[config.mk]
export PLATFORM = sky130hd
export DESIGN_NAME = ubxd_payload_ram
export DESIGN_NICKNAME = d
export VERILOG_FILES = /design/src/rtl/ubxd_pkg.sv /design/src/rtl/ubxd_payload_ram.sv
export SDC_FILE = /design/constraint.sdc
export NUM_CORES = 1
export LEC_CHECK = 0
export BUFFER_PORTS_ARGS = -buffer_cell sky130_fd_sc_hd__buf_2
export CAP_MARGIN = 20
export CORE_ASPECT_RATIO = 1.2
export CORE_UTILIZATION = 40
export CTS_CLUSTER_DIAMETER = 30
export DETAILED_ROUTE_END_ITERATION = 12
export SYNTH_ARGS = -nofsm -noshare
export SYNTH_HDL_FRONTEND = slang
export SYNTH_SLANG_ARGS = --single-unit
export TNS_END_PERCENT = 5
[constraint.sdc]
create_clock -name aclk -period 2.9 [get_ports aclk]
set_input_delay 0.145 -clock aclk [delete_from_list [all_inputs] [get_ports aclk]]
set_output_delay 0.145 -clock aclk [all_outputs]
set_load 0.02 [all_outputs]
[src/rtl/ubxd_pkg.sv]
// Shared types, constants and the field layout table for the UBX frame decoder.
// Used by every module of the decoder; depends on nothing.
package ubxd_pkg;

    localparam int PAYLOAD_DEPTH_DEF = 128;
    localparam int CMD_DEPTH         = 2;
    localparam int VALUE_W           = 33;
    localparam int FID_W             = 6;
    localparam int OUT_TDATA_W       = 40;

    localparam logic [7:0] SYNC_FIRST_RST    = 8'd181;
    localparam logic [7:0] SYNC_SECOND_RST   = 8'd98;
    localparam logic [7:0] CLASS_CODE_RST    = 8'd1;
    localparam logic [7:0] PVT_ID_RST        = 8'd7;
    localparam logic [7:0] RELPOS_ID_RST     = 8'd60;
    localparam logic [7:0] PVT_LENGTH_RST    = 8'd92;
    localparam logic [7:0] RELPOS_LENGTH_RST = 8'd64;

    localparam logic        KIND_PVT    = 1'b0;
    localparam logic        KIND_RELPOS = 1'b1;

    localparam int          YEAR_BASE    = 1980;
    localparam logic [7:0]  SEC_LIMIT    = 8'd60;
    localparam logic [7:0]  SEC_MAX      = 8'd59;
    localparam logic [31:0] DIV10_MAGIC  = 32'hCCCC_CCCD;
    localparam int          DIV10_SHIFT  = 35;

    typedef enum logic [2:0] {
        REG_SYNC_FIRST, REG_SYNC_SECOND, REG_CLASS_CODE, REG_PVT_ID,
        REG_RELPOS_ID, REG_PVT_LENGTH, REG_RELPOS_LENGTH
    } reg_idx_t;

    typedef struct packed {
        logic [7:0] sync_first;
        logic [7:0] sync_second;
        logic [7:0] class_code;
        logic [7:0] pvt_id;
        logic [7:0] relpos_id;
        logic [7:0] pvt_length;
        logic [7:0] relpos_length;
    } cfg_t;

    typedef enum logic [3:0] {
        PH_SYNC1, PH_SYNC2, PH_CLASS, PH_ID, PH_LENLO, PH_LENHI,
        PH_PAYLOAD, PH_CKA, PH_CKB
    } phase_t;

    typedef struct packed {
        logic kind;
        logic fail;
    } cmd_t;

    typedef struct packed {
        logic       en;
        logic [7:0] addr;
        logic [7:0] data;
    } wr_t;

    typedef enum logic [2:0] {OP_U, OP_S, OP_BITS, OP_SEC, OP_DATE, OP_DIV} op_t;

    typedef enum logic [2:0] {
        CAP_NONE, CAP_YEAR, CAP_MONTH, CAP_DAY, CAP_HOUR, CAP_MIN, CAP_SEC
    } cap_t;

    typedef enum logic [2:0] {B_IDLE, B_RD, B_CAP, B_CALC, B_DIV, B_SEND} bst_t;

    typedef struct packed {
        logic [6:0] off;
        logic [2:0] nb;
        op_t        op;
        logic [3:0] sh;
        logic [2:0] mask;
        cap_t       cap;
        logic       last;
    } fld_t;

    function automatic fld_t mk(input logic [6:0] off, input logic [2:0] nb, input op_t op,
                                input logic [3:0] sh, input logic [2:0] mask,
                                input cap_t cap, input logic last);
        fld_t f;
        f.off  = off;
        f.nb   = nb;
        f.op   = op;
        f.sh   = sh;
        f.mask = mask;
        f.cap  = cap;
        f.last = last;
        return f;
    endfunction

    function automatic fld_t pvt_fld(input logic [FID_W-1:0] fid);
        fld_t f;
        f = mk(7'd0, 3'd4, OP_U, 4'd0, 3'd0, CAP_NONE, 1'b0);
        case (fid)
            6'd0:  f = mk(7'd0,  3'd4, OP_U,    4'd0, 3'd0, CAP_NONE,  1'b0);
            6'd1:  f = mk(7'd4,  3'd2, OP_U,    4'd0, 3'd0, CAP_YEAR,  1'b0);
            6'd2:  f = mk(7'd6,  3'd1, OP_U,    4'd0, 3'd0, CAP_MONTH, 1'b0);
            6'd3:  f = mk(7'd7,  3'd1, OP_U,    4'd0, 3'd0, CAP_DAY,   1'b0);
            6'd4:  f = mk(7'd8,  3'd1, OP_U,    4'd0, 3'd0, CAP_HOUR,  1'b0);
            6'd5:  f = mk(7'd9,  3'd1, OP_U,    4'd0, 3'd0, CAP_MIN,   1'b0);
            6'd6:  f = mk(7'd10, 3'd1, OP_SEC,  4'd0, 3'd0, CAP_SEC,   1'b0);
            6'd7:  f = mk(7'd11, 3'd1, OP_DATE, 4'd0, 3'd0, CAP_NONE,  1'b0);
            6'd8:  f = mk(7'd11, 3'd1, OP_BITS, 4'd0, 3'd1, CAP_NONE,  1'b0);
            6'd9:  f = mk(7'd11, 3'd1, OP_BITS, 4'd1, 3'd1, CAP_NONE,  1'b0);
            6'd10: f = mk(7'd11, 3'd1, OP_BITS, 4'd2, 3'd1, CAP_NONE,  1'b0);
            6'd11: f = mk(7'd11, 3'd1, OP_BITS, 4'd3, 3'd1, CAP_NONE,  1'b0);
            6'd12: f = mk(7'd12, 3'd4, OP_U,    4'd0, 3'd0, CAP_NONE,  1'b0);
            6'd13: f = mk(7'd16, 3'd4, OP_S,    4'd0, 3'd0, CAP_NONE,  1'b0);
            6'd14: f = mk(7'd20, 3'd1, OP_U,    4'd0, 3'd0, CAP_NONE,  1'b0);
            6'd15: f = mk(7'd21, 3'd1, OP_BITS, 4'd0, 3'd1, CAP_NONE,  1'b0);
            6'd16: f = mk(7'd21, 3'd1, OP_BITS, 4'd1, 3'd1, CAP_NONE,  1'b0);
            6'd17: f = mk(7'd21, 3'd1, OP_BITS, 4'd2, 3'd7, CAP_NONE,  1'b0);
            6'd18: f = mk(7'd21, 3'd1, OP_BITS, 4'd5, 3'd1, CAP_NONE,  1'b0);
            6'd19: f = mk(7'd21, 3'd1, OP_BITS, 4'd6, 3'd3, CAP_NONE,  1'b0);
            6'd20: f = mk(7'd22, 3'd1, OP_BITS, 4'd5, 3'd1, CAP_NONE,  1'b0);
            6'd21: f = mk(7'd22, 3'd1, OP_BITS, 4'd6, 3'd1, CAP_NONE,  1'b0);
            6'd22: f = mk(7'd22, 3'd1, OP_BITS, 4'd7, 3'd1, CAP_NONE,  1'b0);
            6'd23: f = mk(7'd23, 3'd1, OP_U,    4'd0, 3'd0, CAP_NONE,  1'b0);
            6'd24: f = mk(7'd24, 3'd4, OP_DIV,  4'd0, 3'd0, CAP_NONE,  1'b0);
            6'd25: f = mk(7'd28, 3'd4, OP_DIV,  4'd0, 3'd0, CAP_NONE,  1'b0);
            6'd26: f = mk(7'd32, 3'd4, OP_S,    4'd0, 3'd0, CAP_NONE,  1'b0);
            6'd27: f = mk(7'd36, 3'd4, OP_S,    4'd0, 3'd0, CAP_NONE,  1'b0);
            6'd28: f = mk(7'd40, 3'd4, OP_U,    4'd0, 3'd0, CAP_NONE,  1'b0);
            6'd29: f = mk(7'd44, 3'd4, OP_U,    4'd0, 3'd0, CAP_NONE,  1'b0);
            6'd30: f = mk(7'd48, 3'd4, OP_S,    4'd0, 3'd0, CAP_NONE,  1'b0);
            6'd31: f = mk(7'd52, 3'd4, OP_S,    4'd0, 3'd0, CAP_NONE,  1'b0);
            6'd32: f = mk(7'd56, 3'd4, OP_S,    4'd0, 3'd0, CAP_NONE,  1'b0);
            6'd33: f = mk(7'd60, 3'd4, OP_S,    4'd0, 3'd0, CAP_NONE,  1'b0);
            6'd34: f = mk(7'd64, 3'd4, OP_S,    4'd0, 3'd0, CAP_NONE,  1'b0);
            6'd35: f = mk(7'd68, 3'd4, OP_U,    4'd0, 3'd0, CAP_NONE,  1'b0);
            6'd36: f = mk(7'd72, 3'd4, OP_U,    4'd0, 3'd0, CAP_NONE,  1'b0);
            6'd37: f = mk(7'd76, 3'd2, OP_U,    4'd0, 3'd0, CAP_NONE,  1'b0);
            6'd38: f = mk(7'd78, 3'd1, OP_BITS, 4'd0, 3'd1, CAP_NONE,  1'b0);
            6'd39: f = mk(7'd84, 3'd4, OP_S,    4'd0, 3'd0, CAP_NONE,  1'b0);
            6'd40: f = mk(7'd88, 3'd2, OP_S,    4'd0, 3'd0, CAP_NONE,  1'b0);
            6'd41: f = mk(7'd90, 3'd2, OP_U,    4'd0, 3'd0, CAP_NONE,  1'b1);
            default: f = mk(7'd90, 3'd2, OP_U,  4'd0, 3'd0, CAP_NONE,  1'b1);
        endcase
        return f;
    endfunction

    function automatic fld_t relpos_fld(input logic [FID_W-1:0] fid);
        fld_t f;
        f = mk(7'd0, 3'd1, OP_U, 4'd0, 3'd0, CAP_NONE, 1'b0);
        case (fid)
            6'd0:  f = mk(7'd0,  3'd1, OP_U,    4'd0, 3'd0, CAP_NONE, 1'b0);
            6'd1:  f = mk(7'd2,  3'd2, OP_U,    4'd0, 3'd0, CAP_NONE, 1'b0);
            6'd2:  f = mk(7'd4,  3'd4, OP_U,    4'd0, 3'd0, CAP_NONE, 1'b0);
            6'd3:  f = mk(7'd8,  3'd4, OP_S,    4'd0, 3'd0, CAP_NONE, 1'b0);
            6'd4:  f = mk(7'd12, 3'd4, OP_S,    4'd0, 3'd0, CAP_NONE, 1'b0);
            6'd5:  f = mk(7'd16, 3'd4, OP_S,    4'd0, 3'd0, CAP_NONE, 1'b0);
            6'd6:  f = mk(7'd20, 3'd4, OP_S,    4'd0, 3'd0, CAP_NONE, 1'b0);
            6'd7:  f = mk(7'd24, 3'd4, OP_S,    4'd0, 3'd0, CAP_NONE, 1'b0);
            6'd8:  f = mk(7'd32, 3'd1, OP_S,    4'd0, 3'd0, CAP_NONE, 1'b0);
            6'd9:  f = mk(7'd33, 3'd1, OP_S,    4'd0, 3'd0, CAP_NONE, 1'b0);
            6'd10: f = mk(7'd34, 3'd1, OP_S,    4'd0, 3'd0, CAP_NONE, 1'b0);
            6'd11: f = mk(7'd35, 3'd1, OP_S,    4'd0, 3'd0, CAP_NONE, 1'b0);
            6'd12: f = mk(7'd36, 3'd4, OP_U,    4'd0, 3'd0, CAP_NONE, 1'b0);
            6'd13: f = mk(7'd40, 3'd4, OP_U,    4'd0, 3'd0, CAP_NONE, 1'b0);
            6'd14: f = mk(7'd44, 3'd4, OP_U,    4'd0, 3'd0, CAP_NONE, 1'b0);
            6'd15: f = mk(7'd48, 3'd4, OP_U,    4'd0, 3'd0, CAP_NONE, 1'b0);
            6'd16: f = mk(7'd52, 3'd4, OP_U,    4'd0, 3'd0, CAP_NONE, 1'b0);
            6'd17: f = mk(7'd60, 3'd2, OP_BITS, 4'd0, 3'd1, CAP_NONE, 1'b0);
            6'd18: f = mk(7'd60, 3'd2, OP_BITS, 4'd1, 3'd1, CAP_NONE, 1'b0);
            6'd19: f = mk(7'd60, 3'd2, OP_BITS, 4'd2, 3'd1, CAP_NONE, 1'b0);
            6'd20: f = mk(7'd60, 3'd2, OP_BITS, 4'd3, 3'd3, CAP_NONE, 1'b0);
            6'd21: f = mk(7'd60, 3'd2, OP_BITS, 4'd5, 3'd1, CAP_NONE, 1'b0);
            6'd22: f = mk(7'd60, 3'd2, OP_BITS, 4'd6, 3'd1, CAP_NONE, 1'b0);
            6'd23: f = mk(7'd60, 3'd2, OP_BITS, 4'd7, 3'd1, CAP_NONE, 1'b0);
            6'd24: f = mk(7'd60, 3'd2, OP_BITS, 4'd8, 3'd1, CAP_NONE, 1'b0);
            6'd25: f = mk(7'd60, 3'd2, OP_BITS, 4'd9, 3'd1, CAP_NONE, 1'b1);
            default: f = mk(7'd60, 3'd2, OP_BITS, 4'd9, 3'd1, CAP_NONE, 1'b1);
        endcase
        return f;
    endfunction

    function automatic fld_t fld_lookup(input logic kind, input logic [FID_W-1:0] fid);
        return (kind == KIND_RELPOS) ? relpos_fld(fid) : pvt_fld(fid);
    endfunction

endpackage

[src/rtl/ubxd_payload_ram.sv]
// Payload store: one write port from the parser, one registered read port for the field unit.
// Depends on ubxd_pkg.
module ubxd_payload_ram #(
    parameter int DEPTH = ubxd_pkg::PAYLOAD_DEPTH_DEF
) (
    input  logic             aclk,
    input  ubxd_pkg::wr_t    wr,
    input  logic [7:0]       rd_addr,
    output logic [7:0]       rd_data
);
    import ubxd_pkg::*;

    localparam int AW = $clog2(DEPTH);

    logic [7:0] mem [DEPTH];
    logic [7:0] q_reg;
    logic       ok_reg;

    always_ff @(posedge aclk) begin
        if (wr.en && ({1'b0, wr.addr} < 9'(DEPTH))) begin
            mem[wr.addr[AW-1:0]] <= wr.data;
        end
    end

    // reads past the store give zero
    always_ff @(posedge aclk) begin
        q_reg  <= mem[rd_addr[AW-1:0]];
        ok_reg <= ({1'b0, rd_addr} < 9'(DEPTH));
    end

    assign rd_data = ok_reg ? q_reg : 8'd0;

endmodule

==> metrics.md, run 1 <==
| Metric | Value |
|---|---|
| Crit path max-delay family | `multiplexers` |
| Pre-CTS WS | `0.0731 ns` |
| Comb power frac | `0.044` |
| CTS tree | `done` |
| CP Class | `reg -> reg` |
| RD Place Congestion | `0.843` |
| Critical path, cell by cell | `mux4_2, mux4_2, mux4_2, mux2_2` |
| Clk_skew | `0.0212 ns` |
| Wire length per cell | `27.8 microns` |
| Status | `completed` |
| Hpwl dp | `59900 microns` |
| MaxCap Viol Count | `0` |
| CTS Buf Count | `148` |
| I/O pins | `34` |
| Met2 wire length | `47100 microns` |
| RSZ-0062 raised after global routing | `no` |
| Seq cells post-synth | `1033` |
| Ratio of cells with drive above 1 in the final layout | `0.404` |
| Placed Area | `0.0431 sq mm` |
| Global-route wire length before repair | `136000 microns` |
| Setup ws final | `0.452 ns` |
| Synth area leader | `edfxtp_1` |
| # port buffers | `33` |
| Layout Cells excl Fill | `3361` |
| Die height | `347 microns` |
| Largest net degree at the start of global routing | `92` |
| Die width | `290 microns` |
| Setup TNS | `0 ns` |
| P_sw | `7.78 mW` |
| Dpl cells | `3081` |
| # DRC | `0` |
| Rel. slew slack | `0.259` |
| Internal cell power | `28.6 mW` |
| Delay of the slowest cell on the worst path | `0.55 ns` |
| Synth Instances | `1643` |
| Final Max Tran Viols | `0` |
| Worst skew pair latency | `0.74 ns` |
| Top cell type's share of synthesized area | `0.774` |
| Pwr dens | `753 mW/mm^2` |
| Worst-path clk slew | `0.06 ns` |
| Final Critical Period | `2.45 ns` |
| DR pass1 iterations | `5` |
| Max reg flops | `1024` |
| Crit share post-route | `0.844` |
| Hold_buf cts | `6` |
| Synthesized cell area | `0.0397 sq mm` |
| P_leak | `15.5 nW` |
| Initial Util | `0.404` |
| Vias in the first global route | `19200` |
| Synth Net Count | `1669` |
| Switching share of power | `0.214` |
| Worst Max-Slew Pin Slew | `1.11 ns` |
| Most Frequent Cell on Critical Path | `mux4_2` |
| Antenna violations before repair | `5` |
| GRT Total Usage | `0.191` |
| Critical Path RT | `3.52 ns` |
| Worst hold path type | `in -> reg` |
| Antenna Violating Nets Remaining | `0` |
| Total gr overflow | `0` |
| Startpoint types | `flip-flop` |
| Sequential share of power | `0.454` |
| Top Metal Used | `met5` |
| Crit end category | `flip-flop` |
| Number of distinct library cells after synthesis | `20` |
| Vias per cell | `5.50` |
| Core Region | `0.0984 sq mm` |
| Sequential share of the synthesized area | `0.778` |
| Slowest-stage cell, CP | `mux4_2` |
| Synth top area cells | `edfxtp_1 77%, mux4_2 19%, nor2_1 1.2%` |
| Post-route cell area | `0.0483 sq mm` |
| Worst IR Drop VDD | `0.600 mV` |
| Max Clk Rate | `0.409 GHz` |
| Die Footprint | `0.101 sq mm` |
| CTS root buffer | `clkbuf_16` |
| Nets@finish | `1983` |
| DR WL met3 | `6080 microns` |
| Sink Count | `1033` |
| Cts repair resizes | `0` |
| CP arrival | `3.07 ns` |
| Worst-case clock buffer depth | `3` |
| Setup violators final | `0` |
| Setup bufs post-CTS | `0` |
| Via count of the routed design | `18500` |
| H-tree depth | `4` |
| DR iter-0 viols | `1803` |
| Met1 Wirelength | `37100 microns` |
| Worst-path maximum fanout | `1` |
| WP buf/inv | `0` |
| Clk network pwr share | `0.502` |
| Area grow syn2layout | `21.6%` |
| Yosys warns | `0` |
| Drt total wl | `93500 microns` |
| Syn avg cell area | `24.2 sq um` |
| Fin. Hold Viols | `0` |
| Cell Rows | `126` |
worst register-to-register path, cell delays in order, from the launching register on:
cell	delay, ns
edfxtp_1	0.40
mux4_2	0.54
mux4_2	0.54
mux4_2	0.55
mux2_2	0.29
synth_stat cells:
cell	number
nand4_1	3
nand2_1	9
edfxtp_1	1024
nand2b_1	1
nand3_1	9
mux2_2	8
nand3b_1	4
or3_1	1
and2_1	8
nor2_1	131
buf_4	4
mux4_2	336
inv_1	2
buf_1	20
or3b_2	5
buf_2	21
nor2b_1	5
buf_6	3
dfxtp_1	9
clkbuf_1	40
power groups by stage:
| stage | combinational (mW) | clock (mW) | sequential, mW |
|---|---|---|---|
| after floorplan | 0.836 | 0 | 16.8 |
| after global placement | 1.60 | 0 | 16.8 |
| after detailed placement | 1.62 | 0 | 16.8 |
| after CTS | 1.63 | 18.5 | 16.5 |
| after global routing | 1.69 | 19.1 | 16.5 |
| final | 1.60 | 18.3 | 16.5 |
logic make-up (layout without fill, tap and decap cells):
kind of cell	after synthesis	after routing	share of synthesized area
DFF	1033	1033	0.778
muxes	344	344	0.193
other	0	2	0
buffers and inverters	90	526	0.0101
and+or+nand+nor	176	176	0.0190
final timing paths:
path	to	startpoint	slack, ns	depth (start not counted)
setup reg to reg	q_reg[2]	mem[85][2]	0.45	4
hold reg to reg	q_reg[0]	mem[93][0]	1.16	4
hold / removal	mem[65][2]	wr[2]	0.03	1
setup / recovery	q_reg[2]	mem[85][2]	0.45	4
layout by cell type, fill, tap and decap left out, types with 6 or more instances in the layout:
master,Yosys,final
edfxtp_1,1024,1024
mux4_2,336,336
buf_4,4,195
clkbuf_16,0,150
nor2_1,131,131
buf_12,0,28
clkinv_2,0,21
buf_2,21,21
bufinv_16,0,20
clkinv_1,0,18
inv_6,0,16
clkinvlp_4,0,16
nand3_1,9,9
nand2_1,9,9
clkbuf_1,40,9
clkinv_4,0,9
dfxtp_1,9,9
mux2_2,8,8
and2_1,8,8
dlygate4sd3_1,0,6
stage by stage:
step / power, mW / hold slack, ns / utilization
CTS: 36.7 / 0.0161 / 0.491
global route: 37.3 / 0.0551 / 0.491
global placement: 18.4 / 0.313 / 0.438
floorplan: 17.6 / 0.202 / -
finish: 36.4 / 0.0348 / 0.491
detailed placement: 18.4 / 0.317 / 0.438
routing by layer:
layer  global-route usage  up-vias
met5                    0        -
met4               0.0787        2
met3               0.0401      180
met2                0.309      666
met1                0.251     9914
li1                     -     7725
final cells by class:
| class | count | area (sq um) |
|---|---|---|
| Antenna cell | 2 | 5.00 |
| Clock buffer | 159 | 3790 |
| Clock inverter | 113 | 1370 |
| Fill cell | 7798 | 50000 |
| Inverter | 2 | 7.51 |
| Multi-Input combinational cell | 520 | 8410 |
| Sequential cell | 1033 | 30900 |
| Tap cell | 1280 | 1600 |
| Timing Repair Buffer | 252 | 2220 |
No activity file was read; power rests on OpenSTA's default activity.
==> run 2, diff against run 1 <==
==> constraint.sdc (replaced) <==
create_clock -name aclk -period 2 [get_ports aclk]
set_input_delay 0.1 -clock aclk [delete_from_list [all_inputs] [get_ports aclk]]
set_output_delay 0.1 -clock aclk [all_outputs]
set_load 0.02 [all_outputs]
==> run 2 against run 1 <==
Effect of this change:
- the flow now finishes with violations (negative setup slack)
- clock power is 46% higher
- die area unchanged
- largest cell class unchanged
- critical path type unchanged
- worst setup slack got worse by 0.86 ns
- combinational power up 52%
- non-clock buffer count grew 68
==> metrics.md, run 2 (same netlist as run 1, synthesis figures left out) <==
| Metric | Value |
|---|---|
| Met2 wire length | `45900 microns` |
| Top Metal Used | `met5` |
| # port buffers | `33` |
| Die Footprint | `0.101 sq mm` |
| Die width | `290 microns` |
| Worst-path maximum fanout | `1` |
| DR iter-0 viols | `1721` |
| Max Clk Rate | `0.416 GHz` |
| Worst-case clock buffer depth | `3` |
| Worst hold path type | `in -> reg` |
| Ratio of cells with drive above 1 in the final layout | `0.424` |
| Total gr overflow | `0` |
| CP arrival | `3.02 ns` |
| Footprint of the multi-input gates | `0.00844 sq mm` |
| Worst hold slack | `0.0726 ns` |
| CP Class | `reg -> reg` |
| Dpl cells | `3143` |
| Drt total wl | `92500 microns` |
| Wire length per cell | `26.9 microns` |
| CTS root buffer | `clkbuf_16` |
| I/O pins | `34` |
| Status | `finished with violations` |
| Register area | `0.0309 sq mm` |
| Worst IR Drop VDD | `0.796 mV` |
| Vias in the first global route | `19800` |
| Startpoint types | `flip-flop` |
| RD Place Congestion | `0.818` |
| Die height | `347 microns` |
| Fin. Hold Viols | `0` |
| CTS tree | `done` |
| Hpwl dp | `59300 microns` |
| Final Critical Period | `2.40 ns` |
| Core Region | `0.0984 sq mm` |
| Max reg flops | `1024` |
| Crit end category | `flip-flop` |
| Global-route wire length before repair | `136000 microns` |
| Crit share post-route | `1.20` |
| Met1 Wirelength | `37200 microns` |
| Vias per cell | `5.48` |
| Setup ws final | `-0.403 ns` |
| Ant diodes | `0` |
| Nets@finish | `2055` |
| Critical Path RT | `2.61 ns` |
| Antenna violations before repair | `9` |
| DR WL met3 | `6920 microns` |
| MaxCap Viol Count | `0` |
| Setup violators final | `8` |
| Layout Cells excl Fill | `3436` |
| Largest net degree at the start of global routing | `129` |
| Final core occ | `0.500` |
| Worst skew pair latency | `0.73 ns` |
| Power, Total | `53.1 mW` |
| Pwr dens | `1080 mW/mm^2` |
| Via count of the routed design | `18800` |
| Worst Max-Slew Pin Slew | `0.710 ns` |
| Worst-path clk slew | `0.06 ns` |
| # DRC | `0` |
| Initial Util | `0.404` |
| Setup TNS | `-2.98 ns` |
| Antenna Violating Nets Remaining | `0` |
| Area grow syn2layout | `23.7%` |
| Cell Rows | `126` |
| Sink Count | `1033` |
| DR pass1 iterations | `5` |
| H-tree depth | `4` |
| Failing checks | `negative setup slack` |
| Commonest non-fill, non-tap cells in the layout | `1024 x edfxtp_1, 336 x mux4_2, 239 x buf_4` |
| Commonest non-fill, non-tap cell in the layout | `edfxtp_1` |
| Final Max Tran Viols | `0` |
| Fillers | `7724` |
| Rel. slew slack | `0.526` |
| Clk_skew | `0.0151 ns` |
| RSZ-0062 raised after global routing | `yes` |
| CTS Buf Count | `152` |
| P_leak | `15.9 nW` |
| GRT Total Usage | `0.190` |
==> run 2: cell types whose count changed in the layout (fill, tap and decap cells not counted), moves of 7 or more <==
cell      delta
buf_4       +44
buf_12      +17
clkinv_2    -12
clkinv_4    +11
inv_6        +7
==> run 2: layer usage <==
layer / vias to the layer above / global-route usage
li1: 7896 / -
met1: 10000 / 0.257
met2: 756 / 0.304
met3: 152 / 0.0430
met4: 8 / 0.0628
met5: - / 0
==> run 2: cell type report <==
class,instances,area share
Inverter,2,0.000153
Timing Repair Buffer,320,0.0601
Clock buffer,164,0.0791
Tap cell,1280,0.0326
Multi-Input combinational cell,520,0.172
Sequential cell,1033,0.629
Clock inverter,117,0.0275
==> run 2: through the flow <==
step | worst slack, ns | instance area, sq um
finish | -0.403 | 49200
global route | -0.420 | 49200
detailed placement | -0.849 | 43800
global placement | -0.859 | 43800
floorplan | -0.281 | 40100
CTS | -0.409 | 49200
==> run 2: path summary, 6_finish.rpt <==
check             slack, ns        start  cells past startpoint        to
hold reg to reg        1.14   mem[87][5]                      4  q_reg[5]
setup / recovery      -0.40  mem[125][2]                      4  q_reg[2]
hold / removal         0.07   rd_addr[7]                      3    ok_reg
setup reg to reg      -0.40  mem[125][2]                      4  q_reg[2]
==> run 2: critical path: stages (launching register included) <==
cell	delay, ns
edfxtp_1	0.37
mux4_2	0.51
mux4_2	0.56
mux4_2	0.56
mux2_4	0.29
==> run 2: repair_timing <==
item,CTS,global route
hold endpoints to repair,428,0
resized for setup,1,5
setup buffers,0,0
hold buffers,12,0
setup endpoints to repair,8,8
==> run 2: power by group <==
part / switching, mW / total [mW] / leakage [nW] / internal [mW]
Combinational: 1.33 / 2.44 / 4.17 / 1.12
Clock: 10.3 / 26.7 / 2.50 / 16.4
Sequential: 0.0638 / 23.9 / 9.28 / 23.9
==> run 3, diff against run 2 <==
--- a/config.mk
+++ b/config.mk
@@ -7,10 +7,13 @@
 export LEC_CHECK = 0
 export BUFFER_PORTS_ARGS = -buffer_cell sky130_fd_sc_hd__buf_2
 export CAP_MARGIN = 20
+export CELL_PAD_IN_SITES_DETAIL_PLACEMENT = 1
+export CELL_PAD_IN_SITES_GLOBAL_PLACEMENT = 1
 export CORE_ASPECT_RATIO = 1.2
 export CORE_UTILIZATION = 40
 export CTS_CLUSTER_DIAMETER = 30
 export DETAILED_ROUTE_END_ITERATION = 12
+export PLACE_DENSITY_LB_ADDON = 0.1
 export SYNTH_ARGS = -nofsm -noshare
 export SYNTH_HDL_FRONTEND = slang
 export SYNTH_SLANG_ARGS = --single-unit
==> run 3 against run 2 <==
Effect of this change:
- hold slack got worse by 0.014 ns
- critical path depth unchanged
- total power increased by 11%
- register-to-register slack got worse by 0.095 ns
- die area unchanged
- final area increased by 2.7%
- first-iteration DRC count decreased by 15%
- final cell count increased by 2.2%
- the run still ends with negative setup slack left
==> metrics.md, run 3 (same netlist as run 1, synthesis figures left out) <==
| Metric | Value |
|---|---|
| GRT Total Usage | `0.217` |
| Footprint of the multi-input gates | `0.00843 sq mm` |
| Crit share post-route | `1.25` |
| CP Class | `reg -> reg` |
| Critical path, cell by cell | `mux4_2, mux4_2, mux4_2, mux2_4` |
| Register area | `0.0309 sq mm` |
| Fillers | `8585` |
| Commonest non-fill, non-tap cell in the layout | `edfxtp_1` |
| Startpoint types | `flip-flop` |
| Worst-path clk slew | `0.05 ns` |
| Antenna violations before repair | `17` |
| Worst hold path type | `in -> reg` |
| Fin. Hold Viols | `0` |
| Clk_skew | `0.0283 ns` |
| Status | `finished with violations` |
| Ratio of cells with drive above 1 in the final layout | `0.426` |
| Sink Count | `1033` |
| # port buffers | `33` |
| Most Frequent Cell on Critical Path | `mux4_2` |
| CTS tree | `done` |
| Worst-case clock buffer depth | `3` |
| Failing checks | `negative setup slack` |
| Rel. slew slack | `0.531` |
| Internal cell power | `46.3 mW` |
| P_leak | `16.6 nW` |
| Pre-CTS WS | `-0.924 ns` |
| Top Metal Used | `met4` |
| Die height | `347 microns` |
| Area grow syn2layout | `27.1%` |
| Die width | `290 microns` |
| Drt total wl | `105000 microns` |
| Initial Util | `0.404` |
| Antenna Violating Nets Remaining | `0` |
| Worst Max-Slew Pin Slew | `0.703 ns` |
| CTS root buffer | `clkbuf_16` |
| Max reg flops | `1024` |
| P_sw | `12.6 mW` |
| RD Place Congestion | `0.777` |
| I/O pins | `34` |
| Setup ws final | `-0.499 ns` |
| Met1 Wirelength | `44100 microns` |
| Setup violators final | `8` |
| Wire length per cell | `30.0 microns` |
| Global-route wire length before repair | `152000 microns` |
| Largest net degree at the start of global routing | `129` |
| RSZ-0062 raised after global routing | `yes` |
| DR pass1 iterations | `5` |
| H-tree depth | `4` |
| Comb power frac | `0.042` |
| Sequential share of power | `0.408` |
| DR WL met3 | `4460 microns` |
| Total gr overflow | `0` |
| Final Critical Period | `2.50 ns` |
| Via count of the routed design | `19100` |
| Worst skew pair latency | `0.76 ns` |
| Worst hold slack | `0.0586 ns` |
| Delay of the slowest cell on the worst path | `0.59 ns` |
| Die Footprint | `0.101 sq mm` |
| CP arrival | `3.12 ns` |
| Slowest-stage cell, CP | `mux4_2` |
| Nets@finish | `2090` |
| Crit end category | `flip-flop` |
| Switching share of power | `0.214` |
| # DRC | `0` |
| Met2 wire length | `54700 microns` |
| Core Region | `0.0984 sq mm` |
| Critical Path RT | `2.62 ns` |
| DR iter-0 viols | `1470` |
| Commonest non-fill, non-tap cells in the layout | `1024 x edfxtp_1, 336 x mux4_2, 232 x buf_4` |
| Cell Rows | `126` |
| Worst IR Drop VDD | `0.848 mV` |
| Vias per cell | `5.45` |
| Pwr dens | `1170 mW/mm^2` |
| Vias in the first global route | `20800` |
| Worst-path maximum fanout | `1` |
| CTS Buf Count | `193` |
| Hpwl dp | `66500 microns` |
| Final Max Tran Viols | `0` |
| Setup TNS | `-3.51 ns` |
| Max Clk Rate | `0.400 GHz` |
| MaxCap Viol Count | `0` |
| Setup bufs post-CTS | `0` |
| Clk network pwr share | `0.550` |
run 3: cell types whose count changed in the layout (fill, tap and decap cells not counted), sizes merged:
cell and delta:
clkbuf +56, clkinv +25, inv -19, bufinv +11, clkinvlp +7, buf -6, diode +2
run 3: stage by stage:
| stage | instance area [sq um] | utilization | total power, mW | cells |
|---|---|---|---|---|
| 2_1_floorplan | 40100 | - | 25.6 | 1643 |
| 3_3_place_gp | 43800 | 0.445 | 26.9 | 3137 |
| 3_5_place_dp | 43800 | 0.445 | 26.9 | 3137 |
| 4_1_cts | 50500 | 0.513 | 59.5 | 3510 |
| 5_1_grt | 50500 | 0.513 | 60.5 | 3510 |
| 6_report | 50500 | 0.513 | 58.9 | 3512 |
run 3: worst max-delay path, delay by kind of cell (launching register included):
kind,cells,cell delay [ns]
DFF,1,0.38
muxes,4,1.98
run 3: power by group through the flow:
stage               Sequential [mW]  Clock [mW]  Combinational [mW]
floorplan                      24.3           0                1.30
detailed placement             24.4           0                2.53
global placement               24.4           0                2.50
finish                         24.0        32.4                2.50
global route                   24.0        33.9                2.65
CTS                            24.0        33.0                2.56
run 3: path summary, 6_finish.rpt:
check | slack, ns | startpoint | to | cells past startpoint
hold reg to reg | 1.14 | mem[108][0] | q_reg[0] | 4
hold / removal | 0.06 | wr[13] | mem[112][3] | 4
setup reg to reg | -0.50 | mem[101][2] | q_reg[2] | 4
setup / recovery | -0.50 | mem[101][2] | q_reg[2] | 4
run 3: cell type report:
class / count / share of cell area
antenna: 2 / 0.0000991
clock buffer: 220 / 0.0989
clock inverter: 141 / 0.0316
inverter: 2 / 0.000149
multi-input combinational: 520 / 0.167
sequential: 1033 / 0.612
tap: 1280 / 0.0317
timing repair buffer: 314 / 0.0582
run 3: routing by layer:
layer,track usage,vias to the layer above
met3,0.0369,146
li1,-,7974
met4,0.0605,0
met5,0,-
met2,0.366,460
met1,0.289,10600
run 3: repair_timing:
item | CTS | global route
setup endpoints to repair | 8 | 8
resized for setup | 1 | 4
endpoints found under the hold margin | 657 | 0
hold buffers | 12 | 0
